===== src/design/pps_pkg.sv =====
// ----------------------------------------------------------------------------
// pps_pkg: shared types and constants
// slot count, key and state types used by the cell chain and the top level
// ----------------------------------------------------------------------------
package pps_pkg;

  localparam int unsigned MaxJobs = 16;
  localparam int unsigned SlotW = $clog2(MaxJobs);

  typedef enum logic {
    OP_ADD  = 1'b0,
    OP_TICK = 1'b1
  } op_e;

  typedef enum logic [1:0] {
    ST_IDLE,
    ST_SCAN,
    ST_UPDATE
  } state_e;

  // one slot's stored job
  typedef struct packed {
    logic        active;
    logic [7:0]  prio;
    logic [31:0] arrival;
    logic [15:0] remaining;
    logic [15:0] burst;
  } slot_t;

endpackage


===== src/design/pps_cell.sv =====
// ----------------------------------------------------------------------------
// pps_cell: one slot of the job ring
// holds one job and hands it to the next cell when the ring rotates
// ----------------------------------------------------------------------------
module pps_cell
  import pps_pkg::*;
(
  input  logic  clk_i,
  input  logic  rst_ni,
  input  logic  shift_i,
  input  logic  load_i,
  input  slot_t load_data_i,
  input  slot_t prev_i,
  output slot_t data_o
);

  slot_t data_q, data_d;

  always_comb begin
    data_d = data_q;
    if (shift_i) begin
      data_d = prev_i;
    end else if (load_i) begin
      data_d = load_data_i;
    end
  end

  always_ff @(posedge clk_i or negedge rst_ni) begin
    if (!rst_ni) begin
      data_q <= '0;
    end else begin
      data_q <= data_d;
    end
  end

  assign data_o = data_q;

endmodule


===== src/design/preemptive_priority_scheduler_unit.sv =====
// ----------------------------------------------------------------------------
// preemptive_priority_scheduler_unit: preemptive priority job scheduler
// an add places a job in a slot; a tick runs the most urgent job one unit
// a tick scans the ring in ST_SCAN, then registers its result in ST_UPDATE
// throughput: one add per cycle while idle; no new item is taken during a tick,
//   which spans a full rotation of the ring past the compare unit and the update;
//   a result still waiting on the output holds the next tick in its update
// reset: all slots inactive, time zero, no clearing pass
// ----------------------------------------------------------------------------
module preemptive_priority_scheduler_unit
  import pps_pkg::*;
(
  input  logic        clk_i,
  input  logic        rst_ni,
  input  logic        in_valid_i,
  output logic        in_ready_o,
  input  logic        operation_i,
  input  logic [3:0]  job_slot_i,
  input  logic [7:0]  job_priority_i,
  input  logic [15:0] job_burst_i,
  output logic        out_valid_o,
  input  logic        out_ready_i,
  output logic        ran_o,
  output logic [3:0]  run_slot_o,
  output logic        finished_o,
  output logic [31:0] completion_time_o,
  output logic [31:0] turnaround_o,
  output logic [31:0] waiting_o
);

  // ring of cells: cell 0 feeds from the last cell; head is cell 0
  slot_t cell_q [MaxJobs];
  logic  shift;
  logic  [MaxJobs-1:0] load;
  slot_t load_data;

  state_e state_q, state_d;
  logic [SlotW:0]   cnt_q, cnt_d;    // rotations done
  logic [31:0]      time_q, time_d;
  logic             found_q, found_d;
  logic [SlotW-1:0] best_q, best_d;
  logic [7:0]       bprio_q, bprio_d;
  logic [31:0]      barr_q, barr_d;
  logic             oval_q, oval_d;
  logic             ran_q, ran_d, fin_q, fin_d;
  logic [SlotW-1:0] rslot_q, rslot_d;
  logic [31:0]      ct_q, ct_d, tat_q, tat_d, wt_q, wt_d;

  // slot id of the head cell after cnt rotations
  logic [SlotW-1:0] head_id;
  assign head_id = SlotW'(MaxJobs - 1 - 32'(cnt_q[SlotW-1:0])) + SlotW'(1);

  genvar g;
  for (g = 0; g < MaxJobs; g++) begin : g_cell
    pps_cell u_cell (
      .clk_i,
      .rst_ni,
      .shift_i     (shift),
      .load_i      (load[g]),
      .load_data_i (load_data),
      .prev_i      (cell_q[(g + MaxJobs - 1) % MaxJobs]),
      .data_o      (cell_q[g])
    );
  end

  logic add_ok;
  assign in_ready_o = (state_q == ST_IDLE);
  assign add_ok = in_valid_i && in_ready_o && (operation_i == OP_ADD) &&
                  (32'(job_slot_i) < MaxJobs) && (job_burst_i != '0) &&
                  !cell_q[job_slot_i[SlotW-1:0]].active;

  slot_t head, upd;
  logic  better;
  logic [31:0] t1, tat;

  always_comb begin
    state_d = state_q; cnt_d = cnt_q; time_d = time_q;
    found_d = found_q; best_d = best_q; bprio_d = bprio_q; barr_d = barr_q;
    oval_d = oval_q; ran_d = ran_q; fin_d = fin_q; rslot_d = rslot_q;
    ct_d = ct_q; tat_d = tat_q; wt_d = wt_q;
    shift = 1'b0; load = '0; load_data = '0;
    head = cell_q[0];
    upd = cell_q[best_q];
    t1 = time_q + 32'd1;
    tat = t1 - upd.arrival;
    // lower key wins; slots pass in the order 0, 15, 14 .. 1, so a tie on
    // priority and arrival falls to the lower slot id
    better = head.active && (!found_q || (head.prio < bprio_q) ||
             ((head.prio == bprio_q) && ((head.arrival < barr_q) ||
              ((head.arrival == barr_q) && (head_id < best_q)))));
    if (out_ready_i) oval_d = 1'b0;
    unique case (state_q)
      ST_IDLE: begin
        if (in_valid_i && in_ready_o) begin
          if (operation_i == OP_TICK) begin
            state_d = ST_SCAN; cnt_d = '0; found_d = 1'b0;
          end else if (add_ok) begin
            load[job_slot_i[SlotW-1:0]] = 1'b1;
            load_data = '{active: 1'b1, prio: job_priority_i, arrival: time_q,
                          remaining: job_burst_i, burst: job_burst_i};
          end
        end
      end
      ST_SCAN: begin
        // compare the head cell, then rotate the ring by one
        if (better) begin
          found_d = 1'b1; best_d = head_id; bprio_d = head.prio;
          barr_d = head.arrival;
        end
        shift = 1'b1;
        cnt_d = cnt_q + 1'b1;
        if (cnt_q == (SlotW+1)'(MaxJobs - 1)) state_d = ST_UPDATE;
      end
      ST_UPDATE: begin
        // wait here while the previous result is still held
        if (!oval_q || out_ready_i) begin
          time_d = t1;
          ran_d = found_q; rslot_d = found_q ? best_q : '0;
          fin_d = 1'b0; ct_d = '0; tat_d = '0; wt_d = '0;
          if (found_q) begin
            load[best_q] = 1'b1;
            load_data = upd;
            load_data.remaining = upd.remaining - 16'd1;
            if (upd.remaining == 16'd1) begin
              load_data.active = 1'b0;
              fin_d = 1'b1; ct_d = t1; tat_d = tat; wt_d = tat - 32'(upd.burst);
            end
          end
          oval_d = 1'b1;
          state_d = ST_IDLE;
        end
      end
      default: state_d = ST_IDLE;
    endcase
  end

  always_ff @(posedge clk_i or negedge rst_ni) begin
    if (!rst_ni) begin
      state_q <= ST_IDLE; cnt_q <= '0; time_q <= '0; found_q <= 1'b0;
      oval_q <= 1'b0;
    end else begin
      state_q <= state_d; cnt_q <= cnt_d; time_q <= time_d;
      found_q <= found_d; oval_q <= oval_d;
    end
  end

  always_ff @(posedge clk_i) begin
    best_q <= best_d; bprio_q <= bprio_d; barr_q <= barr_d;
    ran_q <= ran_d; fin_q <= fin_d; rslot_q <= rslot_d;
    ct_q <= ct_d; tat_q <= tat_d; wt_q <= wt_d;
  end

  assign out_valid_o       = oval_q;
  assign ran_o             = ran_q;
  assign run_slot_o        = 4'(rslot_q);
  assign finished_o        = fin_q;
  assign completion_time_o = ct_q;
  assign turnaround_o      = tat_q;
  assign waiting_o         = wt_q;

  a_scan_len: assert property (@(posedge clk_i) disable iff (!rst_ni)
    (state_q == ST_SCAN && cnt_q == (SlotW+1)'(MaxJobs - 1)) |=> state_q == ST_UPDATE)
    else $error("scan length wrong");
  a_fin_ran: assert property (@(posedge clk_i) disable iff (!rst_ni)
    out_valid_o && finished_o |-> ran_o)
    else $error("finish without run");
  a_time: assert property (@(posedge clk_i) disable iff (!rst_ni)
    (state_q == ST_UPDATE && (!oval_q || out_ready_i)) |=>
      time_q == $past(time_q) + 32'd1)
    else $error("time step wrong");

endmodule


===== config.mk =====
export PLATFORM = sky130hd
export DESIGN_NAME = preemptive_priority_scheduler_unit
export DESIGN_NICKNAME = d
export VERILOG_FILES = /design/src/design/pps_pkg.sv /design/src/design/pps_cell.sv /design/src/design/preemptive_priority_scheduler_unit.sv
export SDC_FILE = /design/constraint.sdc
export NUM_CORES = 2
export LEC_CHECK = 0
export ABC_AREA = 1
export BUFFER_PORTS_ARGS = -buffer_cell sky130_fd_sc_hd__buf_4
export CAP_MARGIN = 20
export CELL_PAD_IN_SITES_DETAIL_PLACEMENT = 0
export CELL_PAD_IN_SITES_GLOBAL_PLACEMENT = 2
export CORE_ASPECT_RATIO = 0.9
export CORE_MARGIN = 2
export CORE_UTILIZATION = 42
export CTS_CLUSTER_SIZE = 25
export DETAILED_ROUTE_END_ITERATION = 16
export PLACE_DENSITY_LB_ADDON = 0.15
export REMOVE_ABC_BUFFERS = 1
export SLEW_MARGIN = 20
export SYNTH_ARGS = -nofsm -noshare
export SYNTH_HDL_FRONTEND = slang
export SYNTH_SLANG_ARGS = --single-unit

===== constraint.sdc =====
create_clock -name clk_i -period 15.9 [get_ports clk_i]
set_input_delay 2.385 -clock clk_i [delete_from_list [all_inputs] [get_ports clk_i]]
set_output_delay 2.385 -clock clk_i [all_outputs]
set_load 0.005 [all_outputs]

Word level (Yosys, flattened, before mapping)
Cells that the tools add are included.
Widths: inputs -> output; s select.
{"block": "totals", "regBits": 1355, "input_bits": 33, "out_inout_bits": 104, "word_cells": 237}
{"block": "classes", "n_addsub": 7, "n_lt_le_gt_ge": 9, "eq_ne": 11, "n_mux": 72, "bitwise": 3, "reduce_logical": 41}
{"cell": "$mux 73", "count": 41}
{"cell": "$bmux 73 s4", "count": 2}
{"cell": "$pmux 73 s2", "count": 1}
{"cell": "$mux 16", "count": 5}
{"cell": "$reduce_bool 2->1", "count": 17}
{"cell": "$add 32x1->32 const B", "count": 1}
{"cell": "$eq 32x32->1", "count": 1}
{"cell": "$lt 32x32->1", "count": 1}
{"cell": "$pmux 16 s2", "count": 1}
{"cell": "$sub 32x16->32", "count": 1}
{"cell": "$sub 32x32->32", "count": 1}
{"cell": "$eq 16x1->1 const B", "count": 1}
{"cell": "$reduce_bool 16->1", "count": 1}
{"cell": "$sub 16x1->16 const B", "count": 1}
{"cell": "$mux 1", "count": 11}
{"cell": "$ge 5x5->1 const B", "count": 2}
{"cell": "$lt 4x5->1 const B", "count": 2}
{"cell": "$mux 5", "count": 2}
{"cell": "$not 4->5", "count": 2}
{"cell": "$pmux 5 s2", "count": 1}
{"cell": "$logic_and 1x1->1", "count": 9}
{"cell": "$demux 1 s4", "count": 2}
{"cell": "$eq 8x8->1", "count": 1}
{"cell": "$ge 4x1->1 const B", "count": 2}
{"cell": "other kinds (20)", "count": 34}

Depth between registers and ports, before layout
{"block": "logic_depth", "ltp_word": 12, "mapped_depth": 40, "mapped_depth_nobuf": 34}

Modules after synthesis
Synthesis repeated with hierarchy kept, for this count alone.
{"block": "hier_totals", "cells_unflattened": 9486, "hier_area_um2": 73699.4}
{"module": "pps_cell", "n_inst": 16, "cells_each": 397, "area_each_um2": 3273.1, "seq_area_each_um2": 1826.8}
{"module": "preemptive_priority_scheduler_unit", "n_inst": 1, "cells_each": 3134, "area_each_um2": 21329.2, "seq_area_each_um2": 5410.2}

Worst setup path before layout
OpenSTA, ideal clock, no wires.
{"block": "synth_path", "path_type": "input port to flip-flop", "start": "in out_ready_i", "end": "reg ct_q[0], in the netlist completion_time_o[0] (enable)", "setup_ns": 0.506, "arrival_ns": 5.503, "required_ns": 15.394, "slack_ns": 9.892, "cell_stages": 3, "path_buffers": 1, "path_cell_list": "nor2_1 > nor2_1 > buf_1"}
{"block": "synth_via", "elab_chain_cells": 2}
{"item": "from (decl)", "line_no": "preemptive_priority_scheduler_unit.sv:22", "rtl": "input logic out_ready_i,"}
{"item": "$logic_or 1x1->1", "line_no": "preemptive_priority_scheduler_unit.sv:116", "rtl": "if (!oval_q || out_ready_i) begin"}
{"item": "$reduce_and 2->1 (no line)"}
{"item": "to (signal assigned)", "line_no": "preemptive_priority_scheduler_unit.sv:150", "rtl": "ct_q <= ct_d; tat_q <= tat_d; wt_q <= wt_d;"}
{"item": "to (decl)", "line_no": "preemptive_priority_scheduler_unit.sv:47", "rtl": "logic [31:0] ct_q, ct_d, tat_q, tat_d, wt_q, wt_d;"}
No other way between the ends.
A chain may end at the register's enable or synchronous reset.

Worst setup path after layout
{"block": "layout_path", "start": "reg best_q[0]", "end": "reg wt_q[19], in the netlist waiting_o[19] (data pin)"}
{"block": "layout_via", "elab_chain_cells": 6, "elab_cells_between_ends": 8, "classes_between": "2 x add/sub; 1 x eq/ne; 3 x mux; 1 x bitwise; 1 x reduce/logical"}
{"item": "from (decl)", "line_no": "preemptive_priority_scheduler_unit.sv:41", "rtl": "logic [SlotW-1:0] best_q, best_d;"}
{"item": "from (signal assigned)", "line_no": "preemptive_priority_scheduler_unit.sv:148", "rtl": "best_q <= best_d; bprio_q <= bprio_d; barr_q <= barr_d;"}
{"item": "$not 4->5 (implied by the code)", "line_no": "preemptive_priority_scheduler_unit.sv:83", "rtl": "upd = cell_q[best_q];"}
{"item": "$bmux 73 s4", "line_no": "preemptive_priority_scheduler_unit.sv:83"}
{"item": "$mux 73 (implied by the code) (2 in series)", "line_no": "preemptive_priority_scheduler_unit.sv:83"}
{"item": "$sub 32x32->32", "line_no": "preemptive_priority_scheduler_unit.sv:85", "rtl": "tat = t1 - upd.arrival;"}
{"item": "via tat[8]", "line_no": "preemptive_priority_scheduler_unit.sv:74", "rtl": "logic [31:0] t1, tat;"}
{"item": "$sub 32x16->32", "line_no": "preemptive_priority_scheduler_unit.sv:126", "rtl": "fin_d = 1'b1; ct_d = t1; tat_d = tat; wt_d = tat - 32'(upd.burst);"}
{"item": "to (signal assigned)", "line_no": "preemptive_priority_scheduler_unit.sv:150"}
{"item": "to (decl)", "line_no": "preemptive_priority_scheduler_unit.sv:47"}
The timed path passes the listed nets, and every way through them passes these cells. The select of a mux whose other input is x is not followed.

==> flow_results.org <==
** Outcome
- Status :: finished, final reports clean

** Detailed routing
- Detailed-route vias per instance :: between 6 and 7
- Detailed routing inserted a total of roughly 66,000 vias.
- Count of nets left with antenna violations after detail routing :: 0
- After the first detailed-routing iteration, the DRC count stood at about 7,900.
- Routed wirelength normalized by instance count :: 28.0 µm
- DR pass1 iterations :: 6
- DRT Wirelength :: about 300,000 µm
- After detailed routing, the number of remaining DRC violations is 0.

** Clock tree
- After clock tree synthesis, the flow added hold-fix buffers numbering 0.
- The H-tree was split into 4 levels.
- Clock buffer count from CTS :: 156
- Clock latency reported for the late side of the worst-skew pair :: approximately 0.82 ns
- CTS placed an instance of sky130_fd_sc_hd__clkbuf_16 at the clock tree root.
- Number of resized instances in the post-cts repair step :: 0
- Num Clock Sinks :: 1,355
- No sink is reached through more buffers than the 3 on the longest clock path.
- Post-CTS setup repair buffer count :: 0
- Register clock-pin slew on the reported worst setup and hold paths :: approximately 0.060 ns
- Clock tree from TritonCTS :: built

** GRT
- Total routing resource utilization after global routing :: 0.341
- Maximum number of pins on one net before global-route repair :: approximately 190
- Global routing finished with a remaining overflow of 0.
- The via count of the first global-routing pass is around 64,000.
- The first global-routing pass estimated ~440,000 µm of wire.
- The number of antenna violations at the first check in global routing came to 14.

** Die
- The floorplan has approximately 140 rows.
- IO Count :: around 140
- Area of the placeable core :: 169,000 µm²
- The die is between 300 and 400 µm tall.
- Total Die Area :: approximately 170,000 µm²
- Starting density of the core :: 0.423
- Horizontal die dimension :: ~440 µm

** Yosys
- After synthesis, the netlist uses 59 different library cells.
- In this run the cell area of the synthesized design comes to between 70,000 and 80,000 µm².
- Counting flops with a built-in enable in the synthesized netlist gives between 100 and 150.
- Proportion of synthesized flip-flops having asynchronous set or reset :: 0.892
- The share of the Yosys chip area taken by registers is 0.485.
- Number of storage elements in the synthesis netlist :: about 1,400
- After technology mapping, the gate count stands at 8,534.
- The most used flip-flop cell after synthesis is sky130_fd_sc_hd__dfrtp_1.
- Mean area per synthesized cell :: 8.36 µm²
- Total number of yosys warnings :: 0

** Timing
- Setup repair after global routing left no endpoint under its margin.
- Maximum clock rate :: between 100 and 150 MHz
- Endpoints failing setup :: 0
- Final setup skew :: slightly above 0.03 ns
- In the final timing run, aggregate negative setup slack is 0 ns.
- Headroom to the max-slew limit came out at 0.157.
- Final worst path period share :: 0.537
- The final count of pins violating max slew is 0.
- Worst-margin pin slew :: ~1.3 ns
- The count of endpoints failing hold in the final timing report is 0.
- Shortest period the worst path allows :: 8.53 ns
- Post-route worst hold slack :: roughly 0.49 ns
- In the post-route analysis, the smallest setup slack over all paths is between 7 and 8 ns.

** Power and ir drop
- Power density over the cells :: ~230 nW/µm²
- The analysis attributes to cell leakage a power of 33.1 nW.
- Worst vdd rail ir drop :: 0.214 mV

** Worst setup path
- Critical Path End Type :: register
- By instance count, the cell type seen most on the critical path is sky130_fd_sc_hd__inv_1.
- Crit path kind :: reg2reg
- Element type at the critical path start :: register
- For the worst setup path, the data required time is approximately 16 ns.
- WP data arrival :: between 9 and 10 ns
- CP max stage cell :: sky130_fd_sc_hd__buf_4
- Top Family by Delay on Critical Path :: buffers and inverters
- Buf/Inv on CP :: 10
- Largest stage delay on the critical path :: around 0.94 ns
- Along the worst path, the maximum fanout reaches 78.

** Layout
- Of the cells placed in the final design, the portion with a size suffix greater than 1 is 0.0787.
- # fillers :: ~17,000
- Post-route standard cell area excluding fillers :: 79,100 µm²
- Most frequent cells in the layout :: 1,366 x sky130_fd_sc_hd__nand2_1, 1,326 x sky130_fd_sc_hd__inv_1, 1,228 x sky130_fd_sc_hd__o21ai_0
- Across the whole layout, storage elements account for 34,600 µm².
- Relative to the synthesized area, the layout overhead comes to 10.9%.
- The library cell used most frequently in the layout, excluding fill and tap cells, is sky130_fd_sc_hd__nand2_1.
- In the final design database the tool counted ~8,500 nets.
- The multi-input combinational cells in the finished layout cover a total of between 20,000 and 30,000 µm².

** Job
- Max-Cap Viols :: 0

** Placed design
- Sum of net half-perimeters after detailed placement :: between 150,000 and 200,000 µm
- DP Area :: approximately 74,000 µm²
- In this run the tool buffered the top-level ports with between 100 and 150 buffer cells.
- Timing analysis after detailed placement gives a worst setup slack of between 7 and 8 ns.
- Routability cong. :: roughly 0.90

** Worst hold path
- The path class of the tightest hold or removal check is reg2reg.
==> sequential cells by signal, summed over array words and instances, names as in the netlist, 2 cells and up <==
signal / count
barr_q: 32
bprio_q: 8
cnt_q: 5
run_slot_o: 4
best_q: 4
completion_time_o: 32
time_q: 32
g_cell.u_cell.data_o: 1168
turnaround_o: 32
state_q: 2
waiting_o: 32
==> synth_stat cells (6+ instances only) <==
library cell,instances,area share
sky130_fd_sc_hd__edfxtp_1,146,0.061
sky130_fd_sc_hd__nand3_1,140,0.0098
sky130_fd_sc_hd__o211ai_1,13,0.0014
sky130_fd_sc_hd__buf_1,39,0.0021
sky130_fd_sc_hd__inv_2,14,0.00074
sky130_fd_sc_hd__dfrtp_1,1209,0.42
sky130_fd_sc_hd__a22oi_1,765,0.080
sky130_fd_sc_hd__ha_1,88,0.015
sky130_fd_sc_hd__a22o_1,8,0.00098
sky130_fd_sc_hd__o21ai_1,65,0.0046
sky130_fd_sc_hd__o21bai_1,19,0.0020
sky130_fd_sc_hd__nand2_1,1383,0.073
sky130_fd_sc_hd__buf_2,152,0.011
sky130_fd_sc_hd__o21ai_0,1229,0.086
sky130_fd_sc_hd__nand4_1,91,0.0080
sky130_fd_sc_hd__clkinv_1,11,0.00058
sky130_fd_sc_hd__o22ai_1,512,0.045
sky130_fd_sc_hd__nand2_2,17,0.0015
sky130_fd_sc_hd__nor4_1,10,0.00088
sky130_fd_sc_hd__o221ai_1,254,0.031
sky130_fd_sc_hd__nor2_2,18,0.0016
sky130_fd_sc_hd__xnor2_1,10,0.0012
sky130_fd_sc_hd__clkbuf_1,377,0.020
sky130_fd_sc_hd__nor3_1,17,0.0012
sky130_fd_sc_hd__buf_6,19,0.0030
sky130_fd_sc_hd__inv_1,1341,0.071
sky130_fd_sc_hd__a21oi_1,193,0.014
sky130_fd_sc_hd__nor2_1,263,0.014
sky130_fd_sc_hd__buf_4,38,0.0040
sky130_fd_sc_hd__nor2_4,6,0.00095
sky130_fd_sc_hd__xor2_1,31,0.0038
==> worst register-to-register path, delay by kind of cell (launching register included) <==
family | cells | cell delay (ns)
AO/OA/AOI/OAI | 7 | 1.95
XOR/XNOR | 1 | 0.39
adder cells (fa/ha/maj) | 2 | 0.70
buffers and inverters | 10 | 3.49
flip-flops | 1 | 0.32
AND/OR/NAND/NOR | 10 | 1.43
==> report_power, final <==
| group | switching (mW) | internal [mW] |
|---|---|---|
| Clock | 1.57 | 2.11 |
| Sequential | 0.786 | 4.79 |
| Combinational | 6.68 | 2.41 |
| Total | 9.04 | 9.32 |
==> stage by stage <==
| step | util | instances | power [mW] |
|---|---|---|---|
| 2_1_floorplan | - | 7908 | 10.6 |
| 3_3_place_gp | 0.438 | 10400 | 14.4 |
| 3_5_place_dp | 0.438 | 10400 | 14.5 |
| 4_1_cts | 0.469 | 10700 | 18.2 |
| 5_1_grt | 0.469 | 10700 | 19.5 |
| 6_report | 0.469 | 10700 | 18.4 |
==> final timing paths <==
| kind | slack (ns) | start | cells past startpoint | end |
|---|---|---|---|---|
| worst max-delay path | 7.37 | best_q[0]$_DFFE_PP_ | 30 | waiting_o[19]$_SDFFCE_PN0P_ |
| worst min-delay path | 0.49 | cnt_q[0]$_DFFE_PN0P_ | 0 | best_q[0]$_DFFE_PP_ |
| worst max register to register | 7.37 | best_q[0]$_DFFE_PP_ | 30 | waiting_o[19]$_SDFFCE_PN0P_ |
| worst min register to register | 0.49 | cnt_q[0]$_DFFE_PN0P_ | 0 | best_q[0]$_DFFE_PP_ |
| max in group asynchronous | 11.25 | rst_ni | 4 | g_cell[9].u_cell.data_o[25]$_DFFE_PN0P_ |
| min in group asynchronous | 1.53 | rst_ni | 1 | g_cell[9].u_cell.data_o[68]$_DFFE_PN0P_ |
==> kinds of logic after synthesis <==
logic type,count (synthesis),synth area share
AND/OR/NAND/NOR,1959,0.112
XOR/XNOR,42,0.00526
flip-flops,1355,0.485
buffers and inverters,1993,0.112
adder cells (fa/ha/maj),90,0.0160
AO/OA/AOI/OAI,3095,0.270
==> per-layer routing <==
| layer | GRT usage | share of wire | vias to the layer above |
|---|---|---|---|
| met4 | 0.140 | 0.044 | 10 |
| li1 | - | - | 29100 |
| met5 | 0 | 0.00019 | - |
| met3 | 0.0580 | 0.083 | 616 |
| met2 | 0.523 | 0.45 | 3013 |
| met1 | 0.477 | 0.43 | 32900 |
==> area by class of cell <==
cell class	count	area share
Tap cell	2247	0.0355
Timing Repair Buffer	282	0.0279
Antenna cell	2	0.0000633
Inverter	1367	0.0655
Clock buffer	242	0.0588
Sequential cell	1355	0.438
Multi-Input combinational cell	5186	0.368
Clock inverter	44	0.00618
No activity file was read; power rests on OpenSTA's default activity.
